$ cat config.mk
export PLATFORM = sky130hd
export DESIGN_NAME = three_position_switch_debouncer_flat
export DESIGN_NICKNAME = d
export VERILOG_FILES = /design/src/rtl/tpsd_pkg.sv /design/src/rtl/tpsd_if.sv /design/src/rtl/three_position_switch_debouncer.sv /design/src/flat_wrapper.sv
export SDC_FILE = /design/constraint.sdc
export NUM_CORES = 1
export LEC_CHECK = 0
export ABC_AREA = 1
export BUFFER_PORTS_ARGS = -buffer_cell sky130_fd_sc_hd__buf_2
export CORE_ASPECT_RATIO = 1.1
export CORE_MARGIN = 4
export CORE_UTILIZATION = 58
export DETAILED_ROUTE_END_ITERATION = 10
export PLACE_DENSITY_LB_ADDON = 0.08
export SYNTH_ARGS = -nofsm -noshare
export SYNTH_HDL_FRONTEND = slang
export SYNTH_SLANG_ARGS = --single-unit
$ cat constraint.sdc
create_clock -name i_clk -period 3.7 [get_ports i_clk]
set_input_delay 0.37 -clock i_clk [delete_from_list [all_inputs] [get_ports i_clk]]
set_output_delay 0.37 -clock i_clk [all_outputs]
set_load 0.01 [all_outputs]
$ cat src/rtl/tpsd_pkg.sv
// Package for the three-position switch debouncer: phase and position codes,
// register map, reset values and widths. No dependencies.
`default_nettype none

package tpsd_pkg;

    localparam int TIME_WIDTH = 32;
    localparam int MV_WIDTH   = 12;
    localparam int DEB_WIDTH  = 16;
    localparam int DATA_WIDTH = 32;
    localparam int NUM_REGS   = 6;
    localparam int ADDR_WIDTH = $clog2(NUM_REGS * 4);
    localparam int IDX_WIDTH  = ADDR_WIDTH - 2;

    typedef enum logic [2:0] {
        PH_NEUTRAL      = 3'd0,
        PH_CONF_BACK    = 3'd1,
        PH_BACK         = 3'd2,
        PH_CONF_FRONT   = 3'd3,
        PH_FRONT        = 3'd4,
        PH_CONF_NEUTRAL = 3'd5
    } t_phase;

    typedef enum logic [1:0] {
        POS_NEUTRAL = 2'd0,
        POS_BACK    = 2'd1,
        POS_FRONT   = 2'd2
    } t_pos;

    typedef enum logic [IDX_WIDTH-1:0] {
        REG_DEBOUNCE   = 3'd0,
        REG_BACK_LOW   = 3'd1,
        REG_BACK_HIGH  = 3'd2,
        REG_FRONT_LOW  = 3'd3,
        REG_FRONT_HIGH = 3'd4,
        REG_IDLE_MV    = 3'd5
    } t_reg_idx;

    localparam logic [DEB_WIDTH-1:0] RST_DEBOUNCE   = 16'd100;
    localparam logic [MV_WIDTH-1:0]  RST_BACK_LOW   = 12'd775;
    localparam logic [MV_WIDTH-1:0]  RST_BACK_HIGH  = 12'd875;
    localparam logic [MV_WIDTH-1:0]  RST_FRONT_LOW  = 12'd2425;
    localparam logic [MV_WIDTH-1:0]  RST_FRONT_HIGH = 12'd2525;
    localparam logic [MV_WIDTH-1:0]  RST_IDLE_MV    = 12'd1650;

    // Stable phase of a position.
    function automatic logic [2:0] stable_of(input logic [1:0] pos);
        logic [2:0] ph;
        unique case (pos)
            POS_NEUTRAL: ph = PH_NEUTRAL;
            POS_BACK:    ph = PH_BACK;
            default:     ph = PH_FRONT;
        endcase
        return ph;
    endfunction

    // Confirm phase of a candidate position.
    function automatic logic [2:0] confirm_of(input logic [1:0] pos);
        logic [2:0] ph;
        unique case (pos)
            POS_NEUTRAL: ph = PH_CONF_NEUTRAL;
            POS_BACK:    ph = PH_CONF_BACK;
            default:     ph = PH_CONF_FRONT;
        endcase
        return ph;
    endfunction

endpackage

`default_nettype wire

$ cat src/rtl/tpsd_if.sv
// Valid/ready channel interfaces for the switch debouncer: sample input and
// position result. Depends on tpsd_pkg for field widths.
`default_nettype none

interface tpsd_in_if;
    logic                             valid;
    logic                             ready;
    logic [tpsd_pkg::MV_WIDTH-1:0]    sample_mv;
    logic                             sense_enable;
    logic [tpsd_pkg::TIME_WIDTH-1:0]  now_ms;

    modport source (output valid, sample_mv, sense_enable, now_ms, input ready);
    modport sink   (input valid, sample_mv, sense_enable, now_ms, output ready);
endinterface

interface tpsd_out_if;
    logic       valid;
    logic       ready;
    logic [1:0] position;
    logic [2:0] phase;

    modport source (output valid, position, phase, input ready);
    modport sink   (input valid, position, phase, output ready);
endinterface

`default_nettype wire

$ cat src/rtl/three_position_switch_debouncer.sv
// Latency: a result is valid in the cycle after its sample transaction is accepted.
// One sample per cycle while the result is taken; a stalled result blocks samples.
// The rate is set by one 32-bit add and compare plus the phase logic per sample.
// Reset (synchronous, active low) sets neutral phase and position, start time 0,
// and the register defaults. Depends on tpsd_pkg and tpsd_if.
`default_nettype none

module three_position_switch_debouncer (
    input  wire logic                               i_clk,
    input  wire logic                               i_rst_n,
    tpsd_in_if.sink                                 i_in,
    tpsd_out_if.source                              o_out,
    input  wire logic                               psel,
    input  wire logic                               penable,
    input  wire logic                               pwrite,
    input  wire logic [tpsd_pkg::ADDR_WIDTH-1:0]    paddr,
    input  wire logic [tpsd_pkg::DATA_WIDTH-1:0]    pwdata,
    output logic      [tpsd_pkg::DATA_WIDTH-1:0]    prdata,
    output logic                                    pready
);

    // Configuration registers.
    logic [tpsd_pkg::DEB_WIDTH-1:0] r_debounce;
    logic [tpsd_pkg::MV_WIDTH-1:0]  r_back_low;
    logic [tpsd_pkg::MV_WIDTH-1:0]  r_back_high;
    logic [tpsd_pkg::MV_WIDTH-1:0]  r_front_low;
    logic [tpsd_pkg::MV_WIDTH-1:0]  r_front_high;
    logic [tpsd_pkg::MV_WIDTH-1:0]  r_idle_mv;

    // Machine state. The state registers double as the result register: they
    // change only when a sample is accepted, which happens only while the
    // result slot is empty or being emptied.
    logic [2:0]                      r_phase, n_phase;
    logic [1:0]                      r_pos, n_pos;
    logic [tpsd_pkg::TIME_WIDTH-1:0] r_start, n_start;
    logic                            r_out_valid;

    logic                            in_accept;
    logic                            cfg_write;
    logic [tpsd_pkg::IDX_WIDTH-1:0]  cfg_idx;
    logic [tpsd_pkg::MV_WIDTH-1:0]   volt;
    logic [2:0]                      seen;      // indexed by position code
    logic [tpsd_pkg::TIME_WIDTH-1:0] deadline;
    logic                            timed;
    logic [1:0]                      cand;
    logic [1:0]                      other;

    assign pready    = 1'b1;
    assign cfg_write = psel && penable && pwrite && pready;
    assign cfg_idx   = paddr[tpsd_pkg::ADDR_WIDTH-1:2];

    // APB register file. Writes outside the register list are dropped.
    always_ff @(posedge i_clk) begin
        if (!i_rst_n) begin
            r_debounce   <= tpsd_pkg::RST_DEBOUNCE;
            r_back_low   <= tpsd_pkg::RST_BACK_LOW;
            r_back_high  <= tpsd_pkg::RST_BACK_HIGH;
            r_front_low  <= tpsd_pkg::RST_FRONT_LOW;
            r_front_high <= tpsd_pkg::RST_FRONT_HIGH;
            r_idle_mv    <= tpsd_pkg::RST_IDLE_MV;
        end else if (cfg_write) begin
            unique case (cfg_idx)
                tpsd_pkg::REG_DEBOUNCE:   r_debounce   <= pwdata[tpsd_pkg::DEB_WIDTH-1:0];
                tpsd_pkg::REG_BACK_LOW:   r_back_low   <= pwdata[tpsd_pkg::MV_WIDTH-1:0];
                tpsd_pkg::REG_BACK_HIGH:  r_back_high  <= pwdata[tpsd_pkg::MV_WIDTH-1:0];
                tpsd_pkg::REG_FRONT_LOW:  r_front_low  <= pwdata[tpsd_pkg::MV_WIDTH-1:0];
                tpsd_pkg::REG_FRONT_HIGH: r_front_high <= pwdata[tpsd_pkg::MV_WIDTH-1:0];
                tpsd_pkg::REG_IDLE_MV:    r_idle_mv    <= pwdata[tpsd_pkg::MV_WIDTH-1:0];
                default: ;
            endcase
        end
    end

    // Register readback; unused addresses read as zero.
    always_comb begin
        unique case (cfg_idx)
            tpsd_pkg::REG_DEBOUNCE:
                prdata = tpsd_pkg::DATA_WIDTH'(r_debounce);
            tpsd_pkg::REG_BACK_LOW:
                prdata = tpsd_pkg::DATA_WIDTH'(r_back_low);
            tpsd_pkg::REG_BACK_HIGH:
                prdata = tpsd_pkg::DATA_WIDTH'(r_back_high);
            tpsd_pkg::REG_FRONT_LOW:
                prdata = tpsd_pkg::DATA_WIDTH'(r_front_low);
            tpsd_pkg::REG_FRONT_HIGH:
                prdata = tpsd_pkg::DATA_WIDTH'(r_front_high);
            tpsd_pkg::REG_IDLE_MV:
                prdata = tpsd_pkg::DATA_WIDTH'(r_idle_mv);
            default:
                prdata = '0;
        endcase
    end

    // A new sample is taken whenever the result slot is empty or is being
    // drained in this same cycle.
    assign i_in.ready = !r_out_valid || o_out.ready;
    assign in_accept  = i_in.valid && i_in.ready;

    // Classification. The hysteresis bands between the thresholds match no
    // class, so the machine simply holds while the voltage sits there.
    assign volt = i_in.sense_enable ? i_in.sample_mv : r_idle_mv;
    assign seen[tpsd_pkg::POS_NEUTRAL] = (volt > r_back_high) && (volt < r_front_low);
    assign seen[tpsd_pkg::POS_BACK]    = volt < r_back_low;
    assign seen[tpsd_pkg::POS_FRONT]   = volt > r_front_high;

    // The deadline wraps at the time width, just like the millisecond clock.
    assign deadline = r_start + tpsd_pkg::TIME_WIDTH'(r_debounce);
    assign timed    = i_in.now_ms > deadline;

    // Candidate of a confirm phase, and the third position that is neither the
    // confirmed one nor the candidate.
    always_comb begin
        case (r_phase)
            tpsd_pkg::PH_CONF_BACK:  cand = tpsd_pkg::POS_BACK;
            tpsd_pkg::PH_CONF_FRONT: cand = tpsd_pkg::POS_FRONT;
            default:                 cand = tpsd_pkg::POS_NEUTRAL;
        endcase
        other = 2'd3 - r_pos - cand;
    end

    // Next-state logic of the six-phase machine.
    always_comb begin
        n_phase = r_phase;
        n_pos   = r_pos;
        n_start = r_start;
        unique case (r_phase)
            tpsd_pkg::PH_NEUTRAL: begin
                n_pos = tpsd_pkg::POS_NEUTRAL;
                if (seen[tpsd_pkg::POS_BACK]) begin
                    n_phase = tpsd_pkg::PH_CONF_BACK;
                    n_start = i_in.now_ms;
                end else if (seen[tpsd_pkg::POS_FRONT]) begin
                    n_phase = tpsd_pkg::PH_CONF_FRONT;
                    n_start = i_in.now_ms;
                end
            end
            tpsd_pkg::PH_BACK: begin
                n_pos = tpsd_pkg::POS_BACK;
                if (seen[tpsd_pkg::POS_NEUTRAL]) begin
                    n_phase = tpsd_pkg::PH_CONF_NEUTRAL;
                    n_start = i_in.now_ms;
                end else if (seen[tpsd_pkg::POS_FRONT]) begin
                    n_phase = tpsd_pkg::PH_CONF_FRONT;
                    n_start = i_in.now_ms;
                end
            end
            tpsd_pkg::PH_FRONT: begin
                n_pos = tpsd_pkg::POS_FRONT;
                if (seen[tpsd_pkg::POS_NEUTRAL]) begin
                    n_phase = tpsd_pkg::PH_CONF_NEUTRAL;
                    n_start = i_in.now_ms;
                end else if (seen[tpsd_pkg::POS_BACK]) begin
                    n_phase = tpsd_pkg::PH_CONF_BACK;
                    n_start = i_in.now_ms;
                end
            end
            tpsd_pkg::PH_CONF_BACK, tpsd_pkg::PH_CONF_FRONT,
            tpsd_pkg::PH_CONF_NEUTRAL: begin
                // A confirm phase whose confirmed position is invalid or equals
                // its own candidate holds without change.
                if (r_pos != 2'd3 && r_pos != cand) begin
                    if (seen[r_pos]) begin
                        n_phase = tpsd_pkg::stable_of(r_pos);
                    end else if (seen[other]) begin
                        n_phase = tpsd_pkg::confirm_of(other);
                        n_start = i_in.now_ms;
                    end else if (seen[cand] && timed) begin
                        n_phase = tpsd_pkg::stable_of(cand);
                    end
                end
            end
            default: ;  // Unused phase codes hold.
        endcase
    end

    always_ff @(posedge i_clk) begin
        if (!i_rst_n) begin
            r_phase     <= tpsd_pkg::PH_NEUTRAL;
            r_pos       <= tpsd_pkg::POS_NEUTRAL;
            r_start     <= '0;
            r_out_valid <= 1'b0;
        end else begin
            if (in_accept) begin
                r_phase <= n_phase;
                r_pos   <= n_pos;
                r_start <= n_start;
            end
            if (in_accept) begin
                r_out_valid <= 1'b1;
            end else if (o_out.ready) begin
                r_out_valid <= 1'b0;
            end
        end
    end

    assign o_out.valid    = r_out_valid;
    assign o_out.position = r_pos;
    assign o_out.phase    = r_phase;

    // A stalled result blocks new samples, so the state cannot run ahead.
    a_stall_blocks: assert property (@(posedge i_clk) disable iff (!i_rst_n)
        (r_out_valid && !o_out.ready) |-> !i_in.ready)
        else $error("sample accepted while the result is stalled");

    // State only moves on an accepted transaction.
    a_state_hold: assert property (@(posedge i_clk) disable iff (!i_rst_n)
        !in_accept |=> ($stable(r_phase) && $stable(r_pos) && $stable(r_start)))
        else $error("debouncer state changed without a sample");

    // Passing through the back phase reports back.
    a_back_reports: assert property (@(posedge i_clk) disable iff (!i_rst_n)
        (in_accept && r_phase == tpsd_pkg::PH_BACK) |=> r_pos == tpsd_pkg::POS_BACK)
        else $error("back phase did not report the back position");

    // Leaving a stable phase starts the debounce timer at the sample time.
    a_start_loaded: assert property (@(posedge i_clk) disable iff (!i_rst_n)
        (in_accept && n_phase != r_phase
            && (r_phase == tpsd_pkg::PH_NEUTRAL || r_phase == tpsd_pkg::PH_BACK
                || r_phase == tpsd_pkg::PH_FRONT))
        |=> r_start == $past(i_in.now_ms))
        else $error("candidate start time not captured");

endmodule

`default_nettype wire

$ cat src/flat_wrapper.sv
// flat-port wrapper written by rule: the top's interface ports become plain ports
module three_position_switch_debouncer_flat 
  (i_clk, i_rst_n, psel, penable, pwrite, paddr, pwdata, prdata, pready, i_in_valid, i_in_sample_mv, i_in_sense_enable, i_in_now_ms, i_in_ready, o_out_valid, o_out_position, o_out_phase, o_out_ready);
  tpsd_in_if i_in_i ();
  tpsd_out_if o_out_i ();
  input  wire logic i_clk;
  input  wire logic i_rst_n;
  input  wire logic psel;
  input  wire logic penable;
  input  wire logic pwrite;
  input  wire logic [tpsd_pkg::ADDR_WIDTH-1:0] paddr;
  input  wire logic [tpsd_pkg::DATA_WIDTH-1:0] pwdata;
  output logic      [tpsd_pkg::DATA_WIDTH-1:0] prdata;
  output logic pready;
  input wire logic [$bits(i_in_i.valid)-1:0] i_in_valid;
  input wire logic [$bits(i_in_i.sample_mv)-1:0] i_in_sample_mv;
  input wire logic [$bits(i_in_i.sense_enable)-1:0] i_in_sense_enable;
  input wire logic [$bits(i_in_i.now_ms)-1:0] i_in_now_ms;
  output wire logic [$bits(i_in_i.ready)-1:0] i_in_ready;
  output wire logic [$bits(o_out_i.valid)-1:0] o_out_valid;
  output wire logic [$bits(o_out_i.position)-1:0] o_out_position;
  output wire logic [$bits(o_out_i.phase)-1:0] o_out_phase;
  input wire logic [$bits(o_out_i.ready)-1:0] o_out_ready;
  assign i_in_i.valid = i_in_valid;
  assign i_in_i.sample_mv = i_in_sample_mv;
  assign i_in_i.sense_enable = i_in_sense_enable;
  assign i_in_i.now_ms = i_in_now_ms;
  assign i_in_ready = i_in_i.ready;
  assign o_out_valid = o_out_i.valid;
  assign o_out_position = o_out_i.position;
  assign o_out_phase = o_out_i.phase;
  assign o_out_i.ready = o_out_ready;
  three_position_switch_debouncer u_core (.i_clk(i_clk), .i_rst_n(i_rst_n), .i_in(i_in_i), .o_out(o_out_i), .psel(psel), .penable(penable), .pwrite(pwrite), .paddr(paddr), .pwdata(pwdata), .prdata(prdata), .pready(pready));
endmodule
Yosys cells after proc, flatten, opt, wreduce, memory -nomap -nowiden
Index checks and enable logic that the tools add are counted.

RAM bits: 0. Bits in latches: 0. Memories kept: 0. Input bits: 89. Word-level logic and storage cells: 101. Register bits: 114. Memory bits (read-only): 0.

Equal/unequal tests: 20. Reductions and logical operators: 26. Order comparisons: 8. Divide/modulo/power cells: 0. Bitwise gates (word level): 0. Add/subtract/negate cells: 3. Shift-type cells: 0. Multipliers: 0. Multiplexer cells: 34.

Operator list (number): $mux 32 (8); $pmux 32 s4 (1); $pmux 16 s6 (1); $add 32x16->32 (1); $gt 32x32->1 (1); $mux 3 (9); $gt 12x12->1 (2); $lt 12x12->1 (2); $pmux 3 s2 (3); $reduce_and 2->1 (7); $eq 3x2->1 const B (4); $eq 3x3->1 const B (4); $mux 12 (1); $pmux 3 s4 (1); $lt 2x3->1 const B (3); $bmux 1 s2 (3); $eq 2x1->1 const B (3); $eq 3x1->1 const B (2); $logic_and 1x1->1 (6); $logic_not 2->1 (3); $logic_not 3->1 (2); $pmux 2 s3 (1); $reduce_and 6->1 (1); $mux 1 (5); 15 further kinds (17).

Depth between registers and ports, before layout
Gate-level depths: netlist (run 1).

Depth after elaboration: 11. Gate-level depth with buffers: 26.

Worst setup path after synthesis (run 1)
Ideal clock, no wire load.

Path kind: register to register. From: register u_core.r_start[0] in the netlist's numbering. To: register u_core.r_phase[0], in the netlist u_core.o_out.phase[0]. Setup slack: 278 ps. Required time: 3587 ps. Arrival: 3309 ps. Period minus slack after synthesis: 3422 ps. Cell stages (with the launch flop): 25. Cell sequence: dfxtp_1 ha_1 inv_1 fa_1 o21ai_1 a21oi_1 o21ai_2 nand3_1 nand2_1 inv_1 nor2_1 nand4_1 xor2_1 ha_1 nand2_1 nor2_1 nand2_1 nor3_1 a21oi_1 nand2_1 nand2_1 o21bai_2 nand2_1 nand2_1 nor2_1.

Cells in the longest elaborated chain, start to end: 5.

RTL lines: start, declared (line three_position_switch_debouncer.sv:35) `logic [tpsd_pkg::TIME_WIDTH-1:0] r_start, n_start;`; start signal, assigned (line three_position_switch_debouncer.sv:186) `r_start <= n_start;`; $add 32x16->32 (line three_position_switch_debouncer.sv:107) `assign deadline = r_start + tpsd_pkg::TIME_WIDTH'(r_debounce);`; $gt 32x32->1 (line three_position_switch_debouncer.sv:108) `assign timed = i_in.now_ms > deadline;`; $logic_and 1x1->1 (line three_position_switch_debouncer.sv:167) `end else if (seen[cand] && timed) begin`; $ne 4x1->1 (no line); $reduce_and 5->1 (no line); end signal, assigned (line three_position_switch_debouncer.sv:178) `r_phase <= tpsd_pkg::PH_NEUTRAL;`; end signal, assigned (line three_position_switch_debouncer.sv:184) `r_phase <= n_phase;`; end, declared (line three_position_switch_debouncer.sv:33) `logic [2:0] r_phase, n_phase;`.

No other way between the ends. A chain may end at the register's enable or synchronous reset.

Worst setup path in the final report (run 1)
From: register u_core.r_debounce[2] in the netlist's numbering. To: register u_core.r_phase[2], in the netlist u_core.o_out.phase[2].

Cells in the longest elaborated chain, start to end: 5.

RTL lines: start, declared (line three_position_switch_debouncer.sv:23) `logic [tpsd_pkg::DEB_WIDTH-1:0] r_debounce;`; start signal, assigned (line three_position_switch_debouncer.sv:55) `r_debounce <= tpsd_pkg::RST_DEBOUNCE;`; start signal, assigned (line three_position_switch_debouncer.sv:63) `tpsd_pkg::REG_DEBOUNCE: r_debounce <= pwdata[tpsd_pkg::DEB_WIDTH-1:0];`; $add 32x16->32 (line three_position_switch_debouncer.sv:107); $gt 32x32->1 (line three_position_switch_debouncer.sv:108); $logic_and 1x1->1 (line three_position_switch_debouncer.sv:167); $ne 4x1->1 (no line); $reduce_and 5->1 (no line).

No other way between the ends.

==> results.yml, run 1 <==
run_status:
  status: "completed"
cts:
  cts_sinks: 114
  numCtsBuffers: 17
  clock_latency_ns: 0.42
  clockBufferDepth: 2
  cts_tree: "done"
  root_buffer: "clkbuf_16"
  h-tree-depth: 4
  path_clk_slew_ns: 0.06
drt:
  vias: 10025
  drt_iter0_drc: 641
  drc: 0
  wl_per_cell_um: 15.17
  vias_per_cell: 5.533
  ant_nets: 0
  drt_first_pass_iters: 6
  wirelength_mm: 27.50
power:
  seqPwrFrac_pct: 27.0
  pwr-share-clk_pct: 32.6
  p_int_uw: 3319
  switching_share_pct: 38.44
  peakVddDrop_mv: 0.3991
  p_leak_uw: 0.005545
  pwr_density_cell_nw_per_um2: 487.4
  p_sw_uw: 2073
  combinationalPowerShare_pct: 40.4
sta:
  setup_viol: 0
  finalHoldViolCount: 0
  finalClockSkew_ns: 0.01233
  fin_setup_tns_ns: 0
  max-slew-margin-rel_pct: 53.45
  tightestPinTransition_ns: 0.6909
  fin_crit_sh_pct: 93.03
  fmax_ghz: 0.2905
  min_period_ns: 3.442
  maxSlewViolCount: 0
synth:
  synth_top_area_share_pct: 23.69
  ys.flop_type: "dfxtp_1"
  syn_area_um2: 9634
  async_reset_ff_share_pct: 0
  ys_ff_latch: 114
  synth_warnings: 0
  ys_types: 40
  yosys-top-cells-count: "394 x nand2_1, 178 x inv_1, 130 x nor2_1"
  synth.area.top_cells: "dfxtp_1 24%, nand2_1 15%, ha_1 12%"
  synth.avg_cell_area_um2: 6.355
  yosys.area.top_type: "dfxtp_1"
  syn_inst: 1516
  ys_seq_area_share_pct: 23.69
  synth_edf_count: 0
  yosysMostFrequentCell: "nand2_1"
placement:
  io_buffers: 93
  hpwlAfterDp_mm: 20.35
  dp.cells: 1777
  place_area_um2: 10280
  gp_congestion: 0.9179
floorplan:
  dieHeight_um: 143.2
  rows: 49
  ios: 129
  coreArea_um2: 16310
  initial_core_util_pct: 59.08
  die_x_um: 130.9
  dieArea_um2: 18740
setup_path:
  path_buf_inv: 1
  critPathMostFrequentCell: "nand2_1"
  cp_slowest_cell: "dfxtp_1"
  critPathLaunchType: "register"
  critPathMaxStageDelay_ns: 0.36
  worstSetupPathType: "reg2reg"
  cp-end-kind: "register"
  crit_family: "simple AND/OR/NAND/NOR gates"
  cp.arrival_ns: 3.75
  worstPathMaxFanout: 6
  reg2reg_setup_slack_ns: 0.26
  critPathRequiredTime_ns: 4.01
layout:
  regArea_um2: 2283
  stdcell_area_um2: 11060
  n_antenna_cell: 0
  drive_above_1_share_pct: 13.31
  nets: 1780
  instances_no_fill: 1812
  multi_input_area_um2: 6401
  area_delta_synth_final_pct: 14.83
  num-fill-cells: 1526
global_route:
  grt_pass1_vias: 9326
  grt_use_total_pct: 29.52
  grt.overflow.total: 0
  grt_pass1_wl_mm: 44.54
  grt_max_degree: 61
  antenna_found_initial: 0
min_path:
  hold_class: "in2reg"
run:
  cap_violations: 0
routing by layer:
metal  vias up  track usage (%)  routed length [um]  part of all wire [%]
li1       5153                -                   -                     -
met1      4484            35.68               11540                    42
met2       318            52.11               13660                    50
met3        70            3.404                1399                   5.1
met4         0            13.32                 898                   3.3
met5         -                0                   0                     0
state kept, by name, indices dropped and copies added (netlist names):
signal and flops:
u_core.r_debounce 16, u_core.r_front_high 12, u_core.o_out.valid 1, u_core.r_front_low 12
u_core.o_out.phase 3, u_core.o_out.position 2, u_core.r_back_high 12, u_core.r_back_low 12
u_core.r_start 32, u_core.r_idle_mv 12
power by group through the flow:
| stage | registers, uW | logic (uW) | clock network, uW |
|---|---|---|---|
| after floorplan | 1450 | 1630 | 0 |
| after global placement | 1470 | 2060 | 0 |
| after detailed placement | 1470 | 2100 | 0 |
| after CTS | 1450 | 2130 | 1780 |
| after global routing | 1470 | 2490 | 1840 |
| final | 1460 | 2180 | 1760 |
cell type report:
cell class	count	share of cell area [%]
multi-input combinational	1150	57.86
sequential	114	20.64
timing repair buffer	128	7.261
inverter	184	6.243
clock buffer	20	4.038
tap	204	2.307
clock inverter	12	1.651
kinds of logic after synthesis:
group | Yosys count | share of synthesized area, %
xor gates and xnor gates | 32 | 2.987
and+or+nand+nor | 657 | 28.00
buffers and inverters | 267 | 11.88
DFF | 114 | 23.69
AOI/OAI and AO/OA | 348 | 20.82
adders and majority gates | 96 | 12.55
other | 2 | 0.07795
what timing repair did:
item                                   in CTS  in global routing
resized for setup                           3                 27
pin swaps                                   0                  5
hold buffers                                0                  0
endpoints found under the hold margin       0                  0
buffers inserted                            0                  3
setup endpoints to repair                   3                  3
final timing paths:
path                        start               endpoint  cells past startpoint
min                    i_in_valid     u_core.o_out.valid                      3
max reg2reg  u_core.r_debounce[2]  u_core.o_out.phase[2]                     25
min reg2reg  u_core.r_idle_mv[11]   u_core.r_idle_mv[11]                      2
max          u_core.r_debounce[2]  u_core.o_out.phase[2]                     25
cells in the final DEF (no fill, tap or decap), types with 23 or more instances in the layout:
master    count
a21oi_1     109
buf_2        93
buf_4        29
dfxtp_1     113
ha_1         93
inv_1       177
nand2_1     387
nand3_1      72
nor2_1      125
nor3_1       23
o211ai_1     64
o21ai_0     119
xor2_1       24
worst min-delay path: cells and delay by family:
family	cells	cell delay [ns]
buf+inv	2	0.16
compound gates	1	0.06
through the flow:
| step | util, % | setup slack [ns] | hold WS (ns) | power [uW] |
|---|---|---|---|---|
| CTS | 67.01 | 0.02954 | 0.2105 | 5365 |
| finish | 67.84 | 0.2579 | 0.2210 | 5392 |
| global route | 67.84 | -0.02620 | 0.2277 | 5793 |
| global placement | 63.05 | 0.02838 | 0.4682 | 3536 |
| floorplan | - | 0.2779 | 0.4442 | 3082 |
| detailed placement | 63.05 | -0.08905 | 0.4699 | 3579 |
Note: power is estimated with default switching activity, not from simulation.
==> run 2: changes to the inputs <==
PLACE_DENSITY = 0.84   (was unset)
PLACE_DENSITY_LB_ADDON = unset   (was 0.08)
==> run 2 against run 1 <==
Critical path type unchanged. Cell area is 1.1% lower. Sequential power hardly changed. First-iteration DRC count is 39% higher. Non-clock buffer count is 6 lower. Core utilization is 0.73 points lower. Power is 3.0% lower.
==> results.yml, run 2 (synthesis gave the netlist of run 1 again) <==
power:
  pwr_density_cell_nw_per_um2: 477.7
  p_sw_uw: 2187
  seqPwrFrac_pct: 27.9
  p_leak_uw: 0.005457
  combinationalPowerShare_pct: 41.7
  power_uw: 5228
  peakVddDrop_mv: 0.3902
  switching_share_pct: 41.84
  pwr-share-clk_pct: 30.4
  p_int_uw: 3041
sta:
  maxSlewViolCount: 0
  max-slew-margin-rel_pct: 56.18
  fin_crit_sh_pct: 95.16
  setup_viol: 0
  min_period_ns: 3.521
  tightestPinTransition_ns: 0.6504
  finalHoldViolCount: 0
  fmax_ghz: 0.2840
  grt_setup_unrepaired: "yes"
  fin_setup_tns_ns: 0
  finalClockSkew_ns: 0.01053
  setup_slack_ns: 0.1790
cts:
  clockBufferDepth: 2
  h-tree-depth: 4
  numCtsBuffers: 17
  cts_tree: "done"
  root_buffer: "clkbuf_16"
  cts_sinks: 114
  clock_latency_ns: 0.43
  path_clk_slew_ns: 0.06
layout:
  final_common_cell: "nand2_1"
  largest_register_ff_count: 32
  top_register: "u_core.r_start"
  final_util_pct: 67.11
  drive_above_1_share_pct: 13.48
  nets: 1774
  instances_no_fill: 1807
  reg_top3: "u_core.r_start (32), u_core.r_debounce (16)"
  area_delta_synth_final_pct: 13.60
  mostFrequentLayoutCells: "386 x nand2_1, 176 x inv_1, 123 x nor2_1, 118 x o21ai_0, 111 x dfxtp_1"
drt:
  wl_met2_mm: 13.45
  top_layer: "met4"
  drc: 0
  vias_per_cell: 5.754
  vias: 10398
  wl_met1_mm: 11.46
  ant_nets: 0
  drt_first_pass_iters: 7
  route.met3.wl_mm: 1.729
  wl_per_cell_um: 15.40
  drt_iter0_drc: 888
  wirelength_mm: 27.83
setup_path:
  worstSetupPathType: "reg2reg"
  critPathRequiredTime_ns: 4.07
  critPathLaunchType: "register"
  worstPathMaxFanout: 6
  cp.arrival_ns: 3.89
  cp-end-kind: "register"
placement:
  gp_congestion: 0.9518
  io_buffers: 93
  pre_cts_ws_ns: -0.09911
  dp.cells: 1771
  hpwlAfterDp_mm: 19.97
global_route:
  grt_pass1_vias: 9641
  grt_pass1_wl_mm: 44.96
  grt_max_degree: 65
  grt_use_total_pct: 29.51
  grt.overflow.total: 0
  antenna_found_initial: 0
floorplan:
  dieArea_um2: 18740
  coreArea_um2: 16310
  die_x_um: 130.9
  ios: 129
  initial_core_util_pct: 59.08
  rows: 49
  dieHeight_um: 143.2
min_path:
  hold_class: "in2reg"
run:
  cap_violations: 0
run_status:
  status: "completed"
-- run 2: cell types whose count changed in the layout (fill, tap and decap cells not counted), sizes merged --
cell,previous run,this run
clkinv,7,2
diode,0,1
clkinvlp,3,4
buf,128,122
clkbuf,20,17
inv,182,193
bufinv,4,0
-- run 2: metal layers --
metal	track usage, %	up-vias
met5	0	-
met4	13.81	0
met3	4.415	102
met2	51.41	408
met1	35.39	4751
li1	-	5137
-- run 2: power by group through the flow --
stage / Clock [uW] / Combinational (uW) / Sequential [uW]
global placement: 0 / 1990 / 1470
floorplan: 0 / 1630 / 1450
detailed placement: 0 / 2070 / 1470
CTS: 1610 / 2100 / 1450
finish: 1590 / 2180 / 1460
global route: 1650 / 2470 / 1470
-- run 2: what timing repair did --
item                       CTS  global route
buffers inserted             0             3
resized for setup            4            33
hold buffers                 0             0
pin swaps                    1            16
setup endpoints to repair    3             3
-- run 2: final timing paths --
check	depth (start not counted)	slack [ns]	start	endpoint
worst max-delay path	25	0.18	u_core.r_debounce[0]	u_core.o_out.phase[0]
worst min-delay path	3	0.22	i_in_valid	u_core.o_out.valid
worst max register to register	25	0.18	u_core.r_debounce[0]	u_core.o_out.phase[0]
worst min register to register	2	0.48	u_core.r_idle_mv[2]	u_core.r_idle_mv[2]
-- run 2: final cells by class --
| cell class | instances | area, um2 |
|---|---|---|
| inverters | 184 | 690.7 |
| clock inverters | 15 | 136.4 |
| fillers | 1379 | 5364 |
| well taps | 204 | 255.2 |
| flip-flops and latches | 114 | 2286 |
| multi-input cells | 1150 | 6415 |
| repair buffers | 122 | 733.2 |
| diodes | 1 | 2.502 |
| clock buffers | 17 | 425.4 |
-- run 2: through the flow --
step	hold WS (ns)	instance area (um2)
after global placement	0.4637	10210
final	0.2165	10940
after floorplan	0.4442	9691
after global routing	0.2205	10940
after CTS	0.2021	10790
after detailed placement	0.4677	10210
-- run 2: worst max-delay path, stage by stage, from the launching register on --
cell      delay, ns
dfxtp_2        0.35
ha_4           0.13
inv_2          0.03
fa_2           0.34
o21ai_2        0.20
a21oi_2        0.10
o21ai_2        0.17
nand3_1        0.10
nand2_2        0.10
inv_2          0.06
buf_4          0.13
nor3_1         0.20
xor2_1         0.11
ha_1           0.28
nand2_1        0.06
nor2_1         0.13
nand2_1        0.09
nor2_1         0.12
nand2_1        0.09
a21oi_2        0.19
nand2_1        0.08
nand2_2        0.08
o21bai_4       0.08
nand2_1        0.07
nand2_1        0.05
nor2_1         0.10
